===== src/rtl/assert_macros.svh =====
// ----------------------------------------------------------------------------
// assert_macros.svh - shared concurrent assertion macros
// ----------------------------------------------------------------------------
`ifndef ASSERT_MACROS_SVH
`define ASSERT_MACROS_SVH

// Property must hold at every rising clk edge outside reset.
`define ASSERT_CLK(lbl, prop, msg) \
  lbl: assert property (@(posedge clk) disable iff (rst) (prop)) else $error(msg);

// Expression must never be true at a rising clk edge outside reset.
`define ASSERT_NEVER(lbl, expr, msg) \
  lbl: assert property (@(posedge clk) disable iff (rst) !(expr)) else $error(msg);

`endif


===== src/rtl/phbc_pkg.sv =====
// ----------------------------------------------------------------------------
// phbc_pkg - shared types and constants for the polynomial hash bucket block
// Register indexes, reset values, divider step counts, control structs.
// ----------------------------------------------------------------------------
package phbc_pkg;

  // Configuration register indexes
  localparam logic [1:0] REG_MULTIPLIER = 2'd0;
  localparam logic [1:0] REG_MODULUS    = 2'd1;
  localparam logic [1:0] REG_TABLE_SIZE = 2'd2;

  // Register reset values
  localparam logic [31:0] MULTIPLIER_RST = 32'd31;
  localparam logic [31:0] MODULUS_RST    = 32'd65521;
  localparam logic [5:0]  TABLE_SIZE_RST = 6'd18;

  // Collision counter saturation
  localparam logic [9:0] COUNT_MAX = 10'd1023;

  // Divider: two quotient bits per step
  localparam int          CNT_W       = 6;
  localparam logic [5:0]  STEPS_MAIN  = 6'd32;  // 64-bit dividend
  localparam logic [5:0]  STEPS_BKT   = 6'd16;  // 32-bit dividend

  // Controller to datapath commands
  typedef struct packed {
    logic capture;   // latch input item
    logic mul;       // product = running hash * multiplier
    logic div_load;  // start hash reduction by modulus
    logic commit;    // store reduced hash as running hash
    logic bkt_load;  // latch key hash, start reduction by table size
    logic emit;      // write result, update occupancy and count
  } phbc_cmd_t;

  // Datapath to controller status
  typedef struct packed {
    logic div_busy;  // divider still iterating
    logic last_key;  // latched item closes a key
    logic out_busy;  // output register full and not taken
  } phbc_sts_t;

endpackage


===== src/rtl/poly_hash_bucket_collision.sv =====
// ----------------------------------------------------------------------------
// poly_hash_bucket_collision - rolling polynomial hash with bucket collisions
//
//   channel | direction | handshake         | payload
//   s       | in        | s_tvalid/s_tready | key byte, last of key, last of set
//   m       | out       | m_tvalid/m_tready | hash, bucket, collided, total, done
//   cfg     | in        | cfg_we            | multiplier, modulus, table size
//
// A byte that does not close a key goes, from acceptance to the next acceptance, through
// a multiply state, a divider load, the radix-4 steps of the shared divider reducing
// the 64-bit sum by the modulus, and a commit as the divider finishes, then back to ready.
// A closing byte instead starts the bucket reduction by the table size, waits for it
// to finish, then emits the result.
// Reset (rst, synchronous) clears the occupancy bits and count at once.
// A stalled output holds its item; the next item is still taken and worked on,
// and waits only at emit while the output register is full.
// ----------------------------------------------------------------------------
module poly_hash_bucket_collision import phbc_pkg::*; #(
  parameter int TABLE_DEPTH = 32
) (
  input  logic        clk,
  input  logic        rst,
  // configuration write port
  input  logic        cfg_we,
  input  logic [1:0]  cfg_addr,
  input  logic [31:0] cfg_wdata,
  // key byte stream
  input  logic        s_tvalid,
  output logic        s_tready,
  input  logic [7:0]  s_tdata,   // [7:0] key_char
  input  logic        s_tlast,   // last_of_key
  input  logic        s_tuser,   // last_of_set
  // result stream
  output logic        m_tvalid,
  input  logic        m_tready,
  output logic [47:0] m_tdata,   // [31:0] key_hash, [36:32] bucket,
                                 // [37] collided, [47:38] collision_total
  output logic        m_tlast    // set_done
);

  phbc_cmd_t   cmd;
  phbc_sts_t   sts;
  logic [31:0] key_hash;
  logic [4:0]  bucket;
  logic        collided;
  logic [9:0]  collision_total;

  phbc_ctrl u_ctrl (
    .clk      (clk),
    .rst      (rst),
    .s_tvalid (s_tvalid),
    .s_tready (s_tready),
    .sts      (sts),
    .cmd      (cmd)
  );

  phbc_dp #(
    .TABLE_DEPTH (TABLE_DEPTH)
  ) u_dp (
    .clk             (clk),
    .rst             (rst),
    .cfg_we          (cfg_we),
    .cfg_addr        (cfg_addr),
    .cfg_wdata       (cfg_wdata),
    .key_char        (s_tdata),
    .last_of_key     (s_tlast),
    .last_of_set     (s_tuser),
    .key_hash        (key_hash),
    .bucket          (bucket),
    .collided        (collided),
    .collision_total (collision_total),
    .set_done        (m_tlast),
    .out_valid       (m_tvalid),
    .out_ready       (m_tready),
    .cmd             (cmd),
    .sts             (sts)
  );

  assign m_tdata = {collision_total, collided, bucket, key_hash};

endmodule


===== src/rtl/phbc_ctrl.sv =====
// ----------------------------------------------------------------------------
// phbc_ctrl - sequencing state machine
// Multiply, modulus reduction, then commit or bucket reduction and emit.
// ----------------------------------------------------------------------------
module phbc_ctrl import phbc_pkg::*; (
  input  logic       clk,
  input  logic       rst,
  input  logic       s_tvalid,
  output logic       s_tready,
  input  phbc_sts_t  sts,
  output phbc_cmd_t  cmd
);

  localparam logic [2:0] S_IDLE = 3'd0;
  localparam logic [2:0] S_MUL  = 3'd1;
  localparam logic [2:0] S_LOAD = 3'd2;
  localparam logic [2:0] S_DIV  = 3'd3;
  localparam logic [2:0] S_BKT  = 3'd4;
  localparam logic [2:0] S_OUT  = 3'd5;

  logic [2:0] state;
  logic [2:0] state_next;

  // state register
  always_ff @(posedge clk) begin
    if (rst) begin
      state <= S_IDLE;
    end else begin
      state <= state_next;
    end
  end

  // next state and commands
  always_comb begin
    state_next = state;
    cmd        = '0;
    s_tready   = 1'b0;
    case (state)
      S_IDLE: begin
        s_tready = 1'b1;
        if (s_tvalid) begin
          cmd.capture = 1'b1;
          state_next  = S_MUL;
        end
      end
      S_MUL: begin
        cmd.mul    = 1'b1;
        state_next = S_LOAD;
      end
      S_LOAD: begin
        cmd.div_load = 1'b1;
        state_next   = S_DIV;
      end
      S_DIV: begin
        if (!sts.div_busy) begin
          if (sts.last_key) begin
            cmd.bkt_load = 1'b1;
            state_next   = S_BKT;
          end else begin
            cmd.commit = 1'b1;
            state_next = S_IDLE;
          end
        end
      end
      S_BKT: begin
        if (!sts.div_busy) begin
          state_next = S_OUT;
        end
      end
      S_OUT: begin
        // wait for a free output register
        if (!sts.out_busy) begin
          cmd.emit   = 1'b1;
          state_next = S_IDLE;
        end
      end
      default: begin
        state_next = S_IDLE;
      end
    endcase
  end

endmodule


===== src/rtl/phbc_dp.sv =====
// ----------------------------------------------------------------------------
// phbc_dp - hash datapath
// Config registers, multiplier, shared radix-4 divider, occupancy bits,
// collision counter and output register.
// ----------------------------------------------------------------------------
`include "assert_macros.svh"

module phbc_dp import phbc_pkg::*; #(
  parameter int TABLE_DEPTH = 32
) (
  input  logic        clk,
  input  logic        rst,
  // configuration
  input  logic        cfg_we,
  input  logic [1:0]  cfg_addr,
  input  logic [31:0] cfg_wdata,
  // input item
  input  logic [7:0]  key_char,
  input  logic        last_of_key,
  input  logic        last_of_set,
  // result item
  output logic [31:0] key_hash,
  output logic [4:0]  bucket,
  output logic        collided,
  output logic [9:0]  collision_total,
  output logic        set_done,
  output logic        out_valid,
  input  logic        out_ready,
  // control
  input  phbc_cmd_t   cmd,
  output phbc_sts_t   sts
);

  // table_size is 6 bits, so no more than 63 buckets are ever addressed
  localparam int OCC_N = (TABLE_DEPTH < 63) ? TABLE_DEPTH : 63;
  localparam int OCC_W = (OCC_N > 1) ? $clog2(OCC_N) : 1;
  localparam logic [5:0] OCC_MAX = 6'(OCC_N);

  logic [31:0] multiplier;
  logic [31:0] modulus;
  logic [5:0]  table_size;

  logic [7:0]  byte_q;
  logic        last_key_q;
  logic        last_set_q;
  logic [31:0] running_hash;
  logic [63:0] prod;
  logic [31:0] hash_lo;
  logic [31:0] key_hash_q;

  logic [63:0] div_n;
  logic [31:0] div_d;
  logic [31:0] rem;
  logic [CNT_W-1:0] cnt;

  logic [OCC_N-1:0] occ;
  logic [9:0]       coll_cnt;

  logic [63:0] sum;
  logic [32:0] r1_sh;
  logic [31:0] r1;
  logic [32:0] r2_sh;
  logic [31:0] r2;
  logic [31:0] hash_w;
  logic [5:0]  eff_size;
  logic [OCC_W-1:0] occ_idx;
  logic        hit;
  logic [9:0]  coll_next;

  // configuration registers
  always_ff @(posedge clk) begin
    if (rst) begin
      multiplier <= MULTIPLIER_RST;
      modulus    <= MODULUS_RST;
      table_size <= TABLE_SIZE_RST;
    end else if (cfg_we) begin
      case (cfg_addr)
        REG_MULTIPLIER: multiplier <= cfg_wdata;
        REG_MODULUS:    modulus    <= cfg_wdata;
        REG_TABLE_SIZE: table_size <= cfg_wdata[5:0];
        default: ;
      endcase
    end
  end

  // bucket count in use: zero means one, capped at the table depth
  always_comb begin
    if (table_size == 6'd0) begin
      eff_size = 6'd1;
    end else if (table_size > OCC_MAX) begin
      eff_size = OCC_MAX;
    end else begin
      eff_size = table_size;
    end
  end

  assign sum = prod + {56'd0, byte_q};

  // modulus zero keeps the low 32 bits of the sum
  assign hash_w = (modulus == 32'd0) ? hash_lo : rem;

  // two restoring division steps
  always_comb begin
    r1_sh = {rem, div_n[63]};
    r1    = (r1_sh >= {1'b0, div_d}) ? 32'(r1_sh - {1'b0, div_d}) : r1_sh[31:0];
    r2_sh = {r1, div_n[62]};
    r2    = (r2_sh >= {1'b0, div_d}) ? 32'(r2_sh - {1'b0, div_d}) : r2_sh[31:0];
  end

  // item capture, multiply, divider
  always_ff @(posedge clk) begin
    if (cmd.capture) begin
      byte_q     <= key_char;
      last_key_q <= last_of_key;
      last_set_q <= last_of_set;
    end
    if (cmd.mul) begin
      prod <= running_hash * multiplier;
    end
    if (cmd.div_load) begin
      div_n   <= sum;
      hash_lo <= sum[31:0];
      div_d   <= modulus;
      rem     <= '0;
    end else if (cmd.bkt_load) begin
      div_n   <= {hash_w, 32'd0};
      div_d   <= {26'd0, eff_size};
      rem     <= '0;
    end else if (cnt != '0) begin
      div_n   <= {div_n[61:0], 2'b00};
      rem     <= r2;
    end
  end

  // divider step counter
  always_ff @(posedge clk) begin
    if (rst) begin
      cnt <= '0;
    end else if (cmd.div_load) begin
      cnt <= STEPS_MAIN;
    end else if (cmd.bkt_load) begin
      cnt <= STEPS_BKT;
    end else if (cnt != '0) begin
      cnt <= cnt - 1'b1;
    end
  end

  // bucket lookup and saturating count
  assign occ_idx   = rem[OCC_W-1:0];
  assign hit       = occ[occ_idx];
  assign coll_next = (hit && coll_cnt < COUNT_MAX) ? coll_cnt + 10'd1 : coll_cnt;

  // running hash, occupancy, collision count
  always_ff @(posedge clk) begin
    if (rst) begin
      running_hash <= '0;
      occ          <= '0;
      coll_cnt     <= '0;
    end else begin
      if (cmd.commit) begin
        running_hash <= hash_w;
      end
      if (cmd.emit) begin
        running_hash <= '0;
        if (last_set_q) begin
          occ      <= '0;
          coll_cnt <= '0;
        end else begin
          occ[occ_idx] <= 1'b1;
          coll_cnt     <= coll_next;
        end
      end
    end
  end

  // key hash holds across the bucket reduction, output register loads at emit
  always_ff @(posedge clk) begin
    if (cmd.bkt_load) begin
      key_hash_q <= hash_w;
    end
    if (cmd.emit) begin
      key_hash        <= key_hash_q;
      bucket          <= rem[4:0];
      collided        <= hit;
      collision_total <= coll_next;
      set_done        <= last_set_q;
    end
  end

  // output register valid
  always_ff @(posedge clk) begin
    if (rst) begin
      out_valid <= 1'b0;
    end else if (cmd.emit) begin
      out_valid <= 1'b1;
    end else if (out_ready) begin
      out_valid <= 1'b0;
    end
  end

  assign sts.div_busy = (cnt != '0);
  assign sts.last_key = last_key_q;
  assign sts.out_busy = out_valid && !out_ready;

  `ASSERT_NEVER(a_load_while_busy, (cmd.div_load || cmd.bkt_load) && (cnt != '0), "divider restarted mid-run")
  `ASSERT_NEVER(a_emit_over_held, cmd.emit && out_valid && !out_ready, "result overwrote a held item")
  `ASSERT_CLK(a_set_clear, (cmd.emit && last_set_q) |=> (coll_cnt == '0 && occ == '0), "set not cleared")

endmodule


===== config.mk =====
export PLATFORM = sky130hd
export DESIGN_NAME = poly_hash_bucket_collision
export DESIGN_NICKNAME = d
export VERILOG_FILES = /design/src/rtl/phbc_pkg.sv /design/src/rtl/poly_hash_bucket_collision.sv /design/src/rtl/phbc_ctrl.sv /design/src/rtl/phbc_dp.sv
export VERILOG_INCLUDE_DIRS = /design/src /design/src/rtl
export SDC_FILE = /design/constraint.sdc
export NUM_CORES = 2
export LEC_CHECK = 0
export BUFFER_PORTS_ARGS = -buffer_cell sky130_fd_sc_hd__buf_2
export CAP_MARGIN = 30
export CORE_AREA = 2 2 356 358
export CTS_CLUSTER_DIAMETER = 40
export DETAILED_ROUTE_END_ITERATION = 12
export DIE_AREA = 0 0 358 360
export GPL_TIMING_DRIVEN = 0
export SYNTH_ARGS = -nofsm -noshare
export SYNTH_HDL_FRONTEND = slang
export SYNTH_SLANG_ARGS = --single-unit

===== constraint.sdc =====
create_clock -name clk -period 8.4 [get_ports clk]
set_clock_uncertainty 0.1 [all_clocks]
set_input_delay 0.84 -clock clk [delete_from_list [all_inputs] [get_ports clk]]
set_output_delay 0.84 -clock clk [all_outputs]
set_load 0.02 [all_outputs]

# Yosys cells after proc, flatten, opt, wreduce, memory -nomap -nowiden
# Cells that the tools add are included.
op_classes:
  addsub: 5
  n_mul: 1
  order_cmp: 6
  n_eq_ne: 11
  n_mux: 39
  n_bitwise: 1
  reduce_logical: 21
ops:
  columns: ["op", "n"]
  rows:
  - ["$mux 32", 6]
  - ["$mux 64", 3]
  - ["$ge 33x32->1", 2]
  - ["$add 64x8->64", 1]
  - ["$mul 32x32->64", 1]
  - ["$sub 32x32->32", 2]
  - ["$logic_not 32->1", 1]
  - ["$or 32x32->32", 1]
  - ["$mux 6", 5]
  - ["$mux 10", 2]
  - ["$pmux 3 s6", 1]
  - ["$mux 3", 5]
  - ["$mux 1", 13]
  - ["$add 10x1->10 const B", 1]
  - ["$lt 10x10->1 const B", 1]
  - ["$ne 2x2->1 const B", 4]
  - ["$eq 3x2->1 const B", 2]
  - ["$eq 3x3->1 const B", 2]
  - ["$gt 6x6->1 const B", 1]
  - ["$logic_not 6->1", 1]
  - ["$lt 5x6->1 const B", 1]
  - ["$reduce_and 2->1", 3]
  - ["$reduce_bool 2->1", 3]
  - ["$reduce_bool 6->1", 1]
  - ["other kinds (16)", 21]
word_totals:
  ff_bits: 469
  in_bits: 49
  output_inout_bits: 51
  elab_cells: 109

# Depth between registers and ports, before layout
depth:
  word_depth: 6
  depth_mapped: 29
  mapped_depth_nobuf: 28

# Hierarchy
# From an unflattened synthesis, not the netlist that was laid out.
hier_totals:
  hier_cells: 5866
  area_unflattened_um2: 55843.6
by_module_without_submodules:
  columns: ["module", "n_inst", "cells_each", "area_each_um2", "seq_area_each_um2"]
  rows:
  - ["phbc_dp", 1, 5836, 55613.3, 12161.7]
  - ["phbc_ctrl", 1, 29, 222.7, 60.1]
  - ["poly_hash_bucket_collision", 1, 1, 7.5, 0.0]

# Worst setup path before layout
# Ideal clock, no wire load.
synth_path:
  kind: "register to register"
  start: "reg u_dp.running_hash[22]"
  end: "reg u_dp.prod[57], data pin"
  setup_ps: 260
  t_arrival_ps: 6905
  t_required_ps: 8040
  path_slack_ps: 1135
  stages_incl_launch_ff: 26
  path_buffers: 2
  synth_period_minus_slack_ps: 7265
  path_cell_list: "dfxtp_1 > clkbuf_1 > nand2_1 > fa_1 > inv_1 > fa_1 > inv_1 > fa_1 > inv_1 > fa_1 > fa_1 > fa_1 > fa_1 > fa_1 > ha_1 > clkbuf_1 > a21oi_1 > o21ai_0 > a211oi_1 > a41oi_1 > o211ai_1 > o21ai_1 > a31oi_1 > o31ai_1 > a21oi_1 > xnor2_1"
synth_via:
  elab_chain_cells: 1
synth_rtl:
  columns: ["element", "line_no", "source"]
  rows:
  - ["from (decl)", "phbc_dp.sv:46", "logic [31:0] running_hash;"]
  - ["from (signal assigned)", "phbc_dp.sv:161", "running_hash <= hash_w;"]
  - ["$mul 32x32->64", "phbc_dp.sv:118", "prod <= running_hash * multiplier;"]
  - ["to (signal assigned)", "phbc_dp.sv:118", null]
  - ["to (decl)", "phbc_dp.sv:47", "logic [63:0] prod;"]
# No other way between the ends.
# A chain may end at the register's enable or synchronous reset.

# Worst setup path after layout
layout_path:
  start: "reg u_dp.multiplier[9]"
  end: "reg u_dp.prod[62], data pin"
layout_via:
  elab_chain_cells: 1
layout_rtl:
  columns: ["element", "line_no", "source"]
  rows:
  - ["from (decl)", "phbc_dp.sv:39", "logic [31:0] multiplier;"]
  - ["from (signal assigned)", "phbc_dp.sv:78", "REG_MULTIPLIER: multiplier <= cfg_wdata;"]
  - ["$mul 32x32->64", "phbc_dp.sv:118", null]
# No other way between the ends.

==> qor.yml <==
run_status:
  status: "complete, no violations"
cells_and_area:
  design.final.nets: 7377
  synthToLayoutAreaGrowth_pct: 11.4
  multi_input_area_um2: 38900
  fill_cells: 11717
  drive_gt1_share_pct: 9.18
  seq_area_um2: 12300
setup_path:
  r2r-start: "u_dp.multiplier[9]"
  rrSetupSlack_ps: 140
  crit_end: "u_dp.prod[62]"
  cp.arrival_ps: 8510
  timing.rr.end: "u_dp.prod[62]"
  endpoint_kind: "flop"
  cp_slowest_cell: "fa_1"
  critPathMaxStageDelay_ps: 600
  path_class: "reg -> reg"
  required_ps: 8650
  startpoint_type: "flop"
  cp.depth: 26
  rr_worst_depth: 26
  path_max_fanout: 7
  crit_path_frequent_cell: "fa_1"
  worst_path_dominant_cell_family: "adder cells"
  path_buf_inv: 6
  worstSetupStartpoint: "u_dp.multiplier[9]"
power_and_ir_drop:
  switching_share_pct: 45.6
  power_frac_seq_pct: 24.7
  finalPower_w: 0.0150
  comb_power_share_pct: 53.8
  clockPowerShare_pct: 21.5
  peakVddDrop_mv: 0.321
  p_sw_w: 0.00683
  power_density_nw_per_um2: 241
  p_int_w: 0.00815
  p_leak_nw: 28.9
synth:
  ys_types: 87
  synth.top_cell.area_share_pct: 32.2
  synth_edf_count: 283
  synthFlopType: "edfxtp_1"
  synth_top_area_cell: "fa_1"
  netlist_area_um2: 55800
  synth-seq-cells: 469
  ys_seq_area_share_pct: 21.9
  synth_area_leaders: "fa_1 32%, edfxtp_1 15%, ha_1 7.6%"
  syn_area_per_cell_um2: 9.50
  synthCells: 5881
  synth_fp_nets: 7166
  yosysWarnings: 0
  synthArstFlopShare_pct: 0
timing:
  max_freq_ghz: 0.121
  final.min_clock_period_ps: 8260
  fin_crit_sh_pct: 98.3
  hold_violations: 0
  max-slew-margin-rel_pct: 25.0
  final.setup.worst_slack_ps: 141
  rsz0062_at_grt: "no"
  worst_pin_slew_ps: 1090
  setup_viol: 0
  report.final.slew_viol_count: 0
die:
  ios: 100
  core_area_um2: 125000
  fp.dieW_um: 358
  dieArea_um2: 129000
  start_util_pct: 44.7
  dieHeight_um: 360
  rows: 130
grt:
  grt_pass1_vias: 44707
  gr-max-usage-layer: "met2"
  use_met1_pct: 43.4
  grt_usage_pct: 32.1
  met2_usage_pct: 48.0
  grt-ovfl-total: 0
  grtUsageMet3_pct: 7.91
  grt_start_max_net_pins: 41
  grt_antenna_before_repair: 26
  grt_first_pass_wirelength_mm: 299
clock_tree:
  htreeDepth: 3
  cts.sinks: 469
  clkLatencyLatePin_ps: 640
  clk_pin_slew_ps: 50
  cts_tree: "built"
  hold_buffers: 0
  cts_root_buffer: "clkbuf_16"
  cts_max_path_buffers: 3
  numCtsBuffers: 76
flow_run:
  cap_violations: 0
placed_design:
  gp_congestion: 1.04
  dp_slack_ps: -1140
  dp_hpwl_mm: 169
  io_buffers: 98
routing:
  drc: 0
  vias: 44607
  first_pass_iters: 6
  ant_nets: 0
  drt-total-wl_mm: 206
  wl_per_cell_um: 26.3
  drt_iter0_markers: 4635
  viasPerCell: 5.71
hold_path:
  hp-class: "in -> reg"
[cell families after synthesis]
| family | Yosys count | share of synthesized area (%) |
|---|---|---|
| adder cells (fa/ha/maj) | 1236 | 39.8 |
| buffers and inverters | 1288 | 8.73 |
| multiplexers | 88 | 1.79 |
| flip-flops | 469 | 21.9 |
| XOR/XNOR | 158 | 2.48 |
| AO/OA/AOI/OAI | 742 | 8.48 |
| AND/OR/NAND/NOR | 1900 | 16.9 |
[cells in the mapped netlist, drive strengths merged (5+ instances only)]
library cell and n:
inv 966, fa 899, nand2 761, and2 623, ha 337, clkbuf 298, edfxtp 283, a21oi 267
nor2 212, dfxtp 186, o21ai 141, xnor2 108, nand3 68, mux2i 67, a21o 66, nor3 51
xor2 50, a211oi 43, nand4 40, and3 30, o221ai 24, buf 23, nor4 22, o21a 22
a31oi 21, nor2b 21, o211ai 21, nand2b 19, o21bai 18, nor3b 16, a22o 14, a32oi 14
mux2 13, nand3b 13, o31ai 12, a22oi 9, a32o 9, a211o 8, and4 8, mux4 8
a21boi 7, o2bb2ai 7, or3 7, a31o 5
[timing repair]
| action | CTS | global route |
|---|---|---|
| endpoints found under the hold margin | 0 | 0 |
| pin swaps | 2 | 2 |
| gates resized for setup | 280 | 96 |
| setup endpoints to repair | 30 | 22 |
| cloned | 0 | 0 |
| setup buffers | 3 | 0 |
[layout by cell type (no fill, tap or decap), drive strengths merged, types with 50 or more instances in the layout]
| cell type | count |
|---|---|
| fa | 899 |
| ha | 337 |
| and2 | 623 |
| a21oi | 267 |
| clkbuf | 359 |
| buf | 182 |
| dfxtp | 186 |
| nor3 | 51 |
| xor2 | 50 |
| o21ai | 141 |
| nand2 | 761 |
| inv | 989 |
| nand3 | 68 |
| nor2 | 212 |
| mux2i | 67 |
| edfxtp | 283 |
| xnor2 | 108 |
| a21o | 66 |
[power groups by stage]
stage | registers (W) | logic [W] | clock network [W]
floorplan | 0.00357 | 0.00548 | 0
global placement | 0.00378 | 0.00768 | 0
detailed placement | 0.00372 | 0.00784 | 0
CTS | 0.00369 | 0.00790 | 0.00325
global route | 0.00374 | 0.00872 | 0.00336
finish | 0.00370 | 0.00806 | 0.00322
[how the worst min path moves through the flow]
stage	cells past startpoint	start	slack, ps	endpoint
finish	1	s_tlast	280	u_dp.last_key_q
global placement	0	u_dp.key_hash_q[5]	300	u_dp.key_hash[5]
detailed placement	0	u_dp.key_hash_q[30]	300	u_dp.key_hash[30]
floorplan	0	u_dp.key_hash_q[0]	300	u_dp.key_hash[0]
CTS	1	s_tdata[3]	250	u_dp.byte_q[3]
global route	1	s_tlast	260	u_dp.last_key_q
[flip-flops by register name (all words and copies together) (netlist names), 3 cells and up]
name	cells
u_dp.div_n	64
u_dp.hash_lo	32
u_dp.table_size	6
u_dp.coll_cnt	10
u_dp.prod	64
u_dp.occ	32
u_dp.byte_q	8
u_dp.modulus	32
u_dp.collision_total	10
u_dp.multiplier	32
u_dp.cnt	6
u_dp.key_hash	32
u_dp.bucket	5
u_dp.div_d	32
u_dp.key_hash_q	32
u_dp.rem	32
u_ctrl.state	3
u_dp.running_hash	32
[per-stage QoR]
step	hold WS (ps)	TNS, ps	util (%)	cells	instance area (um^2)
floorplan	300	0	-	5881	55800
global placement	302	-21400	46.8	7629	58400
detailed placement	305	-17730	47.1	7666	58900
CTS	254	0	49.7	7807	62100
global route	264	0	49.8	7805	62200
finish	277	0	49.8	7813	62200
[final cells by class]
cell class	instances	area share, %
plain buffers	316	2.74
multi-input cells	4124	62.5
diodes	8	0.0322
flip-flops and latches	469	19.7
inverters	967	5.83
repair buffers	138	1.61
clock buffers	87	3.29
well taps	1650	3.32
clock inverters	54	0.967
[routing by layer]
metal | part of all wire [%] | wire length (um)
met1 | 40 | 81600
met2 | 44 | 89900
met3 | 11 | 21800
met4 | 6.0 | 12400
met5 | 0.026 | 54
Note: power is estimated with default switching activity, not from simulation.
